File: config.mk
export PLATFORM = sky130hd
export DESIGN_NAME = multi_slot_buffer_ring_manager_top
export DESIGN_NICKNAME = d
export VERILOG_FILES = /design/src/rtl/msbrm_pkg.sv /design/src/rtl/msbrm_ctrl.sv /design/src/rtl/msbrm_datapath.sv /design/src/rtl/multi_slot_buffer_ring_manager_top.sv
export SDC_FILE = /design/constraint.sdc
export NUM_CORES = 1
export LEC_CHECK = 0
export ABC_AREA = 1
export ABC_CLOCK_PERIOD_IN_PS = 8000
export BUFFER_PORTS_ARGS = -buffer_cell sky130_fd_sc_hd__buf_4
export CAP_MARGIN = 20
export CELL_PAD_IN_SITES_DETAIL_PLACEMENT = 1
export CELL_PAD_IN_SITES_GLOBAL_PLACEMENT = 2
export CORE_MARGIN = 5
export CORE_UTILIZATION = 30
export CTS_CLUSTER_DIAMETER = 30
export DETAILED_ROUTE_END_ITERATION = 10
export PLACE_DENSITY_LB_ADDON = 0.1
export SETUP_SLACK_MARGIN = 0.2
export SKIP_CTS_REPAIR_TIMING = 1
export SLEW_MARGIN = 20
export SYNTH_ARGS = -nofsm -noshare
export SYNTH_HDL_FRONTEND = slang
export SYNTH_SLANG_ARGS = --single-unit
File: constraint.sdc
create_clock -name clk -period 8 [get_ports clk]
set_input_delay 1.2 -clock clk [delete_from_list [all_inputs] [get_ports clk]]
set_output_delay 1.2 -clock clk [all_outputs]
set_load 0.05 [all_outputs]
File: src/rtl/msbrm_pkg.sv
// ----------------------------------------------------------------------------
// msbrm_pkg
// Shared types and codes for the buffer ring manager.
// ----------------------------------------------------------------------------
package msbrm_pkg;

    // operation codes (request tuser)
    localparam logic [2:0] OP_REQ_WRITE = 3'd0;
    localparam logic [2:0] OP_FIN_WRITE = 3'd1;
    localparam logic [2:0] OP_ORD_READ  = 3'd2;
    localparam logic [2:0] OP_LAT_READ  = 3'd3;
    localparam logic [2:0] OP_FIN_READ  = 3'd4;

    // status codes
    localparam logic [1:0] ST_OK       = 2'd0;
    localparam logic [1:0] ST_BUSY     = 2'd1;
    localparam logic [1:0] ST_EMPTY    = 2'd2;
    localparam logic [1:0] ST_INACTIVE = 2'd3;

    // register index
    localparam logic REG_SLOT_BYTES = 1'b0;

    localparam logic [15:0] SLOT_BYTES_RESET = 16'd256;

    typedef enum logic [1:0] {
        S_IDLE,
        S_READ,
        S_EXEC
    } fsm_state_t;

    // controller to datapath
    typedef struct packed {
        logic load;     // latch the accepted request
        logic rd_en;    // registered slot table read
        logic commit;   // apply state update, load result register
    } dp_cmd_t;

    typedef struct packed {
        logic        jumped_over;
        logic [2:0]  remaining;
        logic [31:0] read_time;
        logic [15:0] read_length;
        logic [18:0] base_address;
        logic [2:0]  slot;
        logic [1:0]  status;
    } result_t;

endpackage

File: src/rtl/msbrm_ctrl.sv
// ----------------------------------------------------------------------------
// msbrm_ctrl
// Sequencer: accept, table read, execute, result register occupancy.
// ----------------------------------------------------------------------------
module msbrm_ctrl
    import msbrm_pkg::*;
(
    input  logic    clk,
    input  logic    rst_n,
    input  logic    in_valid,
    output logic    in_ready,
    output logic    out_valid,
    input  logic    out_ready,
    output dp_cmd_t cmd
);

    fsm_state_t state_reg, state_next;
    logic       out_valid_reg, out_valid_next;
    logic       can_commit;

    assign can_commit = !out_valid_reg || out_ready;

    always_ff @(posedge clk or negedge rst_n)
    begin
        if (!rst_n)
        begin
            state_reg     <= S_IDLE;
            out_valid_reg <= 1'b0;
        end
        else
        begin
            state_reg     <= state_next;
            out_valid_reg <= out_valid_next;
        end
    end

    // next state
    always_comb
    begin
        state_next = state_reg;
        case (state_reg)
            S_IDLE:
            begin
                if (in_valid)
                    state_next = S_READ;
            end
            S_READ:
            begin
                state_next = S_EXEC;
            end
            S_EXEC:
            begin
                if (can_commit)
                    state_next = S_IDLE;
            end
            default:
            begin
                state_next = S_IDLE;
            end
        endcase
    end

    // outputs
    always_comb
    begin
        in_ready       = 1'b0;
        cmd            = '0;
        out_valid_next = out_valid_reg && !out_ready;
        case (state_reg)
            S_IDLE:
            begin
                in_ready = 1'b1;
                cmd.load = in_valid;
            end
            S_READ:
            begin
                cmd.rd_en = 1'b1;
            end
            S_EXEC:
            begin
                if (can_commit)
                begin
                    cmd.commit     = 1'b1;
                    out_valid_next = 1'b1;
                end
            end
            default:
            begin
                in_ready = 1'b0;
            end
        endcase
    end

    assign out_valid = out_valid_reg;

endmodule

File: src/rtl/msbrm_datapath.sv
// ----------------------------------------------------------------------------
// msbrm_datapath
// Ring indices, busy and fresh flags, slot length/stamp tables, result reg.
// ----------------------------------------------------------------------------
module msbrm_datapath
    import msbrm_pkg::*;
#(
    parameter int NUM_SLOTS = 8
)
(
    input  logic        clk,
    input  logic        rst_n,
    input  dp_cmd_t     cmd,
    input  logic [2:0]  op,
    input  logic [15:0] write_length,
    input  logic [31:0] write_time,
    input  logic [15:0] slot_bytes,
    output result_t     result
);

    localparam int IDX_W = $clog2(NUM_SLOTS);
    localparam logic [IDX_W:0]   NSL      = (IDX_W+1)'(NUM_SLOTS);
    localparam logic [IDX_W-1:0] LAST_IDX = IDX_W'(NUM_SLOTS - 1);

    function automatic logic [IDX_W-1:0] next_slot(input logic [IDX_W-1:0] i);
        next_slot = (i == LAST_IDX) ? '0 : i + 1'b1;
    endfunction

    // latched request
    logic [2:0]  op_reg;
    logic [15:0] len_reg;
    logic [31:0] time_reg;

    // ring state
    logic [IDX_W-1:0]     wr_idx_reg, wr_idx_next;
    logic [IDX_W-1:0]     rd_idx_reg, rd_idx_next;
    logic [IDX_W-1:0]     lat_idx_reg, lat_idx_next;
    logic                 lat_vld_reg, lat_vld_next;
    logic                 wbusy_reg, wbusy_next;
    logic                 rbusy_reg, rbusy_next;
    logic [NUM_SLOTS-1:0] fresh_reg, fresh_next;
    logic [NUM_SLOTS-1:0] len_vld_reg, len_vld_next;
    logic [NUM_SLOTS-1:0] time_vld_reg, time_vld_next;

    // slot tables
    logic [15:0]      len_mem  [NUM_SLOTS];
    logic [31:0]      time_mem [NUM_SLOTS];
    logic [15:0]      len_q_reg;
    logic [31:0]      time_q_reg;
    logic             len_q_vld_reg;
    logic             time_q_vld_reg;
    logic [IDX_W-1:0] rd_addr;
    logic             len_we, time_we;

    logic [IDX_W-1:0]       sel_idx;
    logic [IDX_W+15:0]      base_prod;
    logic [IDX_W:0]         rem_sum, rem_val;
    result_t                res_next;
    result_t                result_reg;

    always_ff @(posedge clk)
    begin
        if (cmd.load)
        begin
            op_reg   <= op;
            len_reg  <= write_length;
            time_reg <= write_time;
        end
    end

    // table read address: latest read reads the latest slot, others the read slot
    assign rd_addr = (op_reg == OP_LAT_READ) ? lat_idx_reg : rd_idx_reg;

    always_ff @(posedge clk)
    begin
        if (len_we)
            len_mem[wr_idx_reg] <= len_reg;
        if (time_we)
            time_mem[wr_idx_reg] <= time_reg;
        if (cmd.rd_en)
        begin
            len_q_reg      <= len_mem[rd_addr];
            time_q_reg     <= time_mem[rd_addr];
            len_q_vld_reg  <= len_vld_reg[rd_addr];
            time_q_vld_reg <= time_vld_reg[rd_addr];
        end
    end

    // distance from read to write slot, less the one being released
    assign rem_sum = {1'b0, wr_idx_reg} + NSL - {1'b0, rd_idx_reg} - 1'b1;
    assign rem_val = (rem_sum >= NSL) ? rem_sum - NSL : rem_sum;

    always_comb
    begin
        wr_idx_next   = wr_idx_reg;
        rd_idx_next   = rd_idx_reg;
        lat_idx_next  = lat_idx_reg;
        lat_vld_next  = lat_vld_reg;
        wbusy_next    = wbusy_reg;
        rbusy_next    = rbusy_reg;
        fresh_next    = fresh_reg;
        len_vld_next  = len_vld_reg;
        time_vld_next = time_vld_reg;
        len_we        = 1'b0;
        time_we       = 1'b0;
        sel_idx       = wr_idx_reg;
        res_next      = '0;
        res_next.status = ST_INACTIVE;

        case (op_reg)
            OP_REQ_WRITE:
            begin
                if (wbusy_reg)
                    res_next.status = ST_BUSY;
                else
                begin
                    if ((wr_idx_reg == rd_idx_reg) && rbusy_reg)
                    begin
                        wr_idx_next          = next_slot(wr_idx_reg);
                        res_next.jumped_over = 1'b1;
                    end
                    wbusy_next      = 1'b1;
                    sel_idx         = wr_idx_next;
                    res_next.status = ST_OK;
                    res_next.slot   = 3'(wr_idx_next);
                end
            end
            OP_FIN_WRITE:
            begin
                if (wbusy_reg)
                begin
                    len_we                   = cmd.commit;
                    len_vld_next[wr_idx_reg] = 1'b1;
                    if (len_reg != 16'd0)
                    begin
                        fresh_next[wr_idx_reg]    = 1'b1;
                        time_we                   = cmd.commit;
                        time_vld_next[wr_idx_reg] = 1'b1;
                        lat_idx_next              = wr_idx_reg;
                        lat_vld_next              = 1'b1;
                        wr_idx_next               = next_slot(wr_idx_reg);
                    end
                    else
                        fresh_next[wr_idx_reg] = 1'b0;
                    wbusy_next      = 1'b0;
                    res_next.status = ST_OK;
                    res_next.slot   = 3'(wr_idx_reg);
                end
            end
            OP_ORD_READ:
            begin
                sel_idx = rd_idx_reg;
                if (rbusy_reg)
                    res_next.status = ST_BUSY;
                else if (rd_idx_reg == wr_idx_reg)
                    res_next.status = ST_EMPTY;
                else
                begin
                    res_next.status      = ST_OK;
                    res_next.slot        = 3'(rd_idx_reg);
                    res_next.read_length = len_q_vld_reg ? len_q_reg : 16'd0;
                    res_next.read_time   = time_q_vld_reg ? time_q_reg : 32'd0;
                    fresh_next[rd_idx_reg] = 1'b0;
                    rbusy_next           = 1'b1;
                end
            end
            OP_LAT_READ:
            begin
                sel_idx = lat_idx_reg;
                if (rbusy_reg)
                    res_next.status = ST_BUSY;
                else if (!lat_vld_reg || !fresh_reg[lat_idx_reg])
                    res_next.status = ST_EMPTY;
                else
                begin
                    rd_idx_next          = lat_idx_reg;
                    res_next.status      = ST_OK;
                    res_next.slot        = 3'(lat_idx_reg);
                    res_next.read_length = len_q_vld_reg ? len_q_reg : 16'd0;
                    fresh_next[lat_idx_reg] = 1'b0;
                    rbusy_next           = 1'b1;
                end
            end
            OP_FIN_READ:
            begin
                sel_idx = rd_idx_reg;
                if (rbusy_reg)
                begin
                    res_next.status    = ST_OK;
                    res_next.slot      = 3'(rd_idx_reg);
                    res_next.remaining = 3'(rem_val);
                    rd_idx_next        = next_slot(rd_idx_reg);
                    rbusy_next         = 1'b0;
                end
            end
            default:
            begin
                res_next.status = ST_INACTIVE;
            end
        endcase

        // base address only on successful grants and finish write
        if ((res_next.status == ST_OK) && (op_reg != OP_FIN_READ))
            res_next.base_address = 19'(base_prod);
    end

    assign base_prod = (IDX_W+16)'(sel_idx) * (IDX_W+16)'(slot_bytes);

    always_ff @(posedge clk or negedge rst_n)
    begin
        if (!rst_n)
        begin
            wr_idx_reg   <= '0;
            rd_idx_reg   <= '0;
            lat_idx_reg  <= '0;
            lat_vld_reg  <= 1'b0;
            wbusy_reg    <= 1'b0;
            rbusy_reg    <= 1'b0;
            fresh_reg    <= '0;
            len_vld_reg  <= '0;
            time_vld_reg <= '0;
        end
        else if (cmd.commit)
        begin
            wr_idx_reg   <= wr_idx_next;
            rd_idx_reg   <= rd_idx_next;
            lat_idx_reg  <= lat_idx_next;
            lat_vld_reg  <= lat_vld_next;
            wbusy_reg    <= wbusy_next;
            rbusy_reg    <= rbusy_next;
            fresh_reg    <= fresh_next;
            len_vld_reg  <= len_vld_next;
            time_vld_reg <= time_vld_next;
        end
    end

    always_ff @(posedge clk)
    begin
        if (cmd.commit)
            result_reg <= res_next;
    end

    assign result = result_reg;

endmodule

File: src/rtl/multi_slot_buffer_ring_manager_top.sv
// ----------------------------------------------------------------------------
// multi_slot_buffer_ring_manager_top
// Ring of buffer slots shared by one writer and one reader: slot grants,
// fill bookkeeping, ordered and latest reads.
// ----------------------------------------------------------------------------
//
// Channel   Dir  Handshake               Carries
// s_*       in   s_tvalid / s_tready     one request: op, length, stamp
// m_*       out  m_tvalid / m_tready     one result per request
// APB       in   psel & penable & pwrite slot_bytes register at address 0
//
// Each request passes through accept, slot table read (registered memory
// port), execute and load the result register. A new request is taken as soon
// as the execute cycle has moved its result into the output register, even if
// the previous result is still waiting. A stalled m_tready holds the execute
// step until the output register is free. Reset clears the indices, busy and
// fresh flags and the table valid bits; slot_bytes returns to 256.
//
module multi_slot_buffer_ring_manager_top
    import msbrm_pkg::*;
#(
    parameter int NUM_SLOTS = 8
)
(
    input  logic        clk,
    input  logic        rst_n,
    // request stream
    input  logic        s_tvalid,
    output logic        s_tready,
    input  logic [47:0] s_tdata,   // write_length[15:0], write_time[47:16]
    input  logic [2:0]  s_tuser,   // op[2:0]
    // result stream
    output logic        m_tvalid,
    input  logic        m_tready,
    output logic [79:0] m_tdata,   // status[1:0], slot[4:2], base_address[23:5],
                                   // read_length[39:24], read_time[71:40],
                                   // remaining[74:72], jumped_over[75], zero[79:76]
    // configuration
    input  logic        psel,
    input  logic        penable,
    input  logic        pwrite,
    input  logic [2:0]  paddr,
    input  logic [31:0] pwdata,
    output logic [31:0] prdata,
    output logic        pready
);

    dp_cmd_t     cmd;
    result_t     result;
    logic [15:0] slot_bytes_reg;
    logic        reg_sel;

    // register index from the word address; offset bits ignored
    assign reg_sel = (paddr[2] == REG_SLOT_BYTES);
    assign pready  = 1'b1;

    always_ff @(posedge clk or negedge rst_n)
    begin
        if (!rst_n)
            slot_bytes_reg <= SLOT_BYTES_RESET;
        else if (psel && penable && pwrite && pready && reg_sel)
            slot_bytes_reg <= pwdata[15:0];
    end

    assign prdata = reg_sel ? {16'd0, slot_bytes_reg} : 32'd0;

    msbrm_ctrl u_ctrl
    (
        .clk       (clk),
        .rst_n     (rst_n),
        .in_valid  (s_tvalid),
        .in_ready  (s_tready),
        .out_valid (m_tvalid),
        .out_ready (m_tready),
        .cmd       (cmd)
    );

    msbrm_datapath #(
        .NUM_SLOTS (NUM_SLOTS)
    ) u_datapath
    (
        .clk          (clk),
        .rst_n        (rst_n),
        .cmd          (cmd),
        .op           (s_tuser),
        .write_length (s_tdata[15:0]),
        .write_time   (s_tdata[47:16]),
        .slot_bytes   (slot_bytes_reg),
        .result       (result)
    );

    // result packing, first field lowest
    assign m_tdata = {4'd0,
                      result.jumped_over,
                      result.remaining,
                      result.read_time,
                      result.read_length,
                      result.base_address,
                      result.slot,
                      result.status};

endmodule
==> out/metrics.cfg <==
[outcome]
status=finished clean

[clocking]
cts_buffers=161
clk_latency_ps=710
cts_tree=yes
cts-root-buf=clkbuf_16
cts_buffer_depth=3
clkSinkCount=616
clkSlewWorstSetupHoldPaths_ps=40
htreeDepth=4

[drt]
drt_pre_antenna_iters=4
via_per_inst=4.58
via_count=18100
wl_per_cell_um=19.8
drt_wl_total_mm=78.5
ant_nets=0
drtIter0Drc=972
drcViolationCount=0

[layout]
area_delta_synth_final_pct=29.2
final_common_cell=nand2_1
final_cell_mix=603 x nand2_1, 561 x edfxtp_1, 412 x nor2_1, 196 x buf_4, 166 x inv_1
drive_gt1_frac=0.173
largest_register_ffs=256
final_cell_area_sq_um=34200
nNetsFinal=2791
antenna_cells=0
fillers=9481

[timing]
finalCriticalPeriod_ps=5370
finalSetupViolCount=0
worstMarginPinSlew_ps=1110
fmax_ghz=0.186
fin_setup_tns_ps=0
fin_ws_ps=2630
hold_viol=0
slew_viol_final=0
fin_crit_sh=0.671
slew-limit-headroom=0.261
skew_ps=35.8
rsz0062_at_grt=false

[power_and_ir_drop]
seq_power_share=0.310
p_clk_frac=0.471
p_per_area_nw_per_um2=391
swShare=0.316
ir_drop_uv=187
comb_power_share=0.219
internal_power_w=0.00915
p_sw_w=0.00423
leakagePower_nw=13.7

[logic_synthesis]
yosys.area.top_type_share=0.636
synthFlopType=edfxtp_1
synth_edf_count=561
synth_top_area_cell=edfxtp_1
yosysWarnings=0
postSynthCellCount=2405
ys_top_cells_by_area=edfxtp_1 64%, nand2_1 8.6%, nor2_1 5.9%
netlist_area_sq_um=26500
ys_ff_latch=616
synthArstFlopShare=0.0893
ys_types=44
avgSynthCellArea_sq_um=11.0
synth_seq_area_share=0.688

[grt]
grt_max_degree=201
grt_pass1_vias=19600
grt_remaining_overflow=0
grt_first_pass_wirelength_mm=119
antenna_found_initial=3
grt.total_usage=0.165

[worst_hold_path]
hold_class=register to register

[setup_path]
critPathCapture=u_datapath.result[23]
crit_arrival_ps=5800
r2r_slack_ps=2630
reg2reg_from=u_datapath.op_reg[1]
worstSetupPathType=register to register
timing.rr.end=u_datapath.result[23]
worstRegToRegCells=19
crit_fanout=12
critPathLaunch=u_datapath.op_reg[1]
end_kind=register
worst_ep_required_time_ps=8430
cp-start-kind=register

[placed_design]
port_buffers=168
globalplace.congestion=0.767
hpwl_mm=43.5
dpl_cell_area_sq_um=28800
place_ws_ps=2560

[floorplan]
io_pins=208
core_sq_um=88000
num_rows=109
die_w_um=307
die_y_um=307
start_util=0.301
die-area_sq_um=94300

[job]
drv_cap=0

[cell usage after synthesis, types with 2 or more instances]
cell type / count
a211oi_1: 2
a21oi_1: 45
a31oi_1: 2
buf_2: 34
buf_4: 37
buf_6: 18
buf_8: 3
clkbuf_1: 33
clkbuf_2: 3
conb_1: 2
dfrtp_1: 54
edfxtp_1: 561
fa_1: 16
ha_1: 24
inv_1: 166
inv_2: 7
nand2_1: 603
nand2_2: 5
nand3_1: 64
nand4_1: 20
nor2_1: 418
nor2_2: 3
nor3_1: 12
nor3b_1: 2
o211ai_1: 4
o21a_1: 4
o21ai_0: 79
o21ai_1: 150
o21ai_2: 2
o21bai_1: 2
or2_2: 11
xnor2_1: 3
xor2_1: 5
[how the worst min path moves through the flow]
stage	end	depth (start not counted)	start
final	u_datapath.len_vld_reg[1]	2	u_datapath.len_vld_reg[1]
after global routing	u_datapath.time_vld_reg[6]	2	u_datapath.time_vld_reg[6]
after CTS	u_datapath.len_vld_reg[1]	2	u_datapath.len_vld_reg[1]
after detailed placement	u_datapath.time_vld_reg[6]	2	u_datapath.time_vld_reg[6]
after global placement	u_datapath.time_vld_reg[6]	2	u_datapath.time_vld_reg[6]
after floorplan	u_datapath.len_vld_reg[1]	2	u_datapath.len_vld_reg[1]
[power by group through the flow]
stage / clock network, W / registers, W / logic, W
after floorplan: 0 / 0.00435 / 0.00192
after global placement: 0 / 0.00419 / 0.00297
after CTS: 0.00644 / 0.00415 / 0.00302
after global routing: 0.00664 / 0.00418 / 0.00333
after detailed placement: 0 / 0.00420 / 0.00300
final: 0.00630 / 0.00415 / 0.00293
[metal layers]
metal | global-route usage | share of wire
met5 | 0 | 0
met4 | 0.0502 | 0.020
met3 | 0.0379 | 0.042
met2 | 0.279 | 0.48
met1 | 0.214 | 0.45
[worst max-delay path, cell delays in order, from the launching register on]
cell and delay (ps):
edfxtp_1 400, inv_1 90, nor2_1 580, nand2_1 570
nor2_1 450, a211oi_1 90, nand2_1 360, nand2_1 290
nor2_1 180, fa_1 450, ha_1 250, fa_1 470
nand3_1 100, nand2_1 130, nand3_1 100, nand2_1 110
nand2_1 110, nand2_1 70, a21boi_0 180, nor2_1 80
[layout make-up]
cell class / count / area [sq um] / area share
flip-flops and latches: 616 / 18200 / 0.533
multi-input cells: 1506 / 6930 / 0.203
clock buffers: 205 / 4300 / 0.126
repair buffers: 199 / 1540 / 0.0450
well taps: 1165 / 1460 / 0.0426
clock inverters: 91 / 1100 / 0.0322
inverters: 174 / 657 / 0.0192
[cells by family (layout without fill, tap and decap cells)]
family	Yosys count	count (layout)	share of synthesized area
compound gates	295	295	0.0581
xor+xnor	8	8	0.00265
fa+ha+maj	40	40	0.0234
buf+inv	302	669	0.0563
flops	616	616	0.688
other cells	2	21	0.000284
simple gates	1142	1142	0.171
[per-stage QoR]
step,total power [W],instances,hold slack (ps),utilization
6_report,0.0134,3956,449,0.389
2_1_floorplan,0.00627,2424,423,-
3_3_place_gp,0.00716,3659,441,0.327
5_1_grt,0.0141,3956,474,0.389
3_5_place_dp,0.00721,3659,445,0.327
4_1_cts,0.0136,3955,452,0.389
No activity file was read; power rests on OpenSTA's default activity.
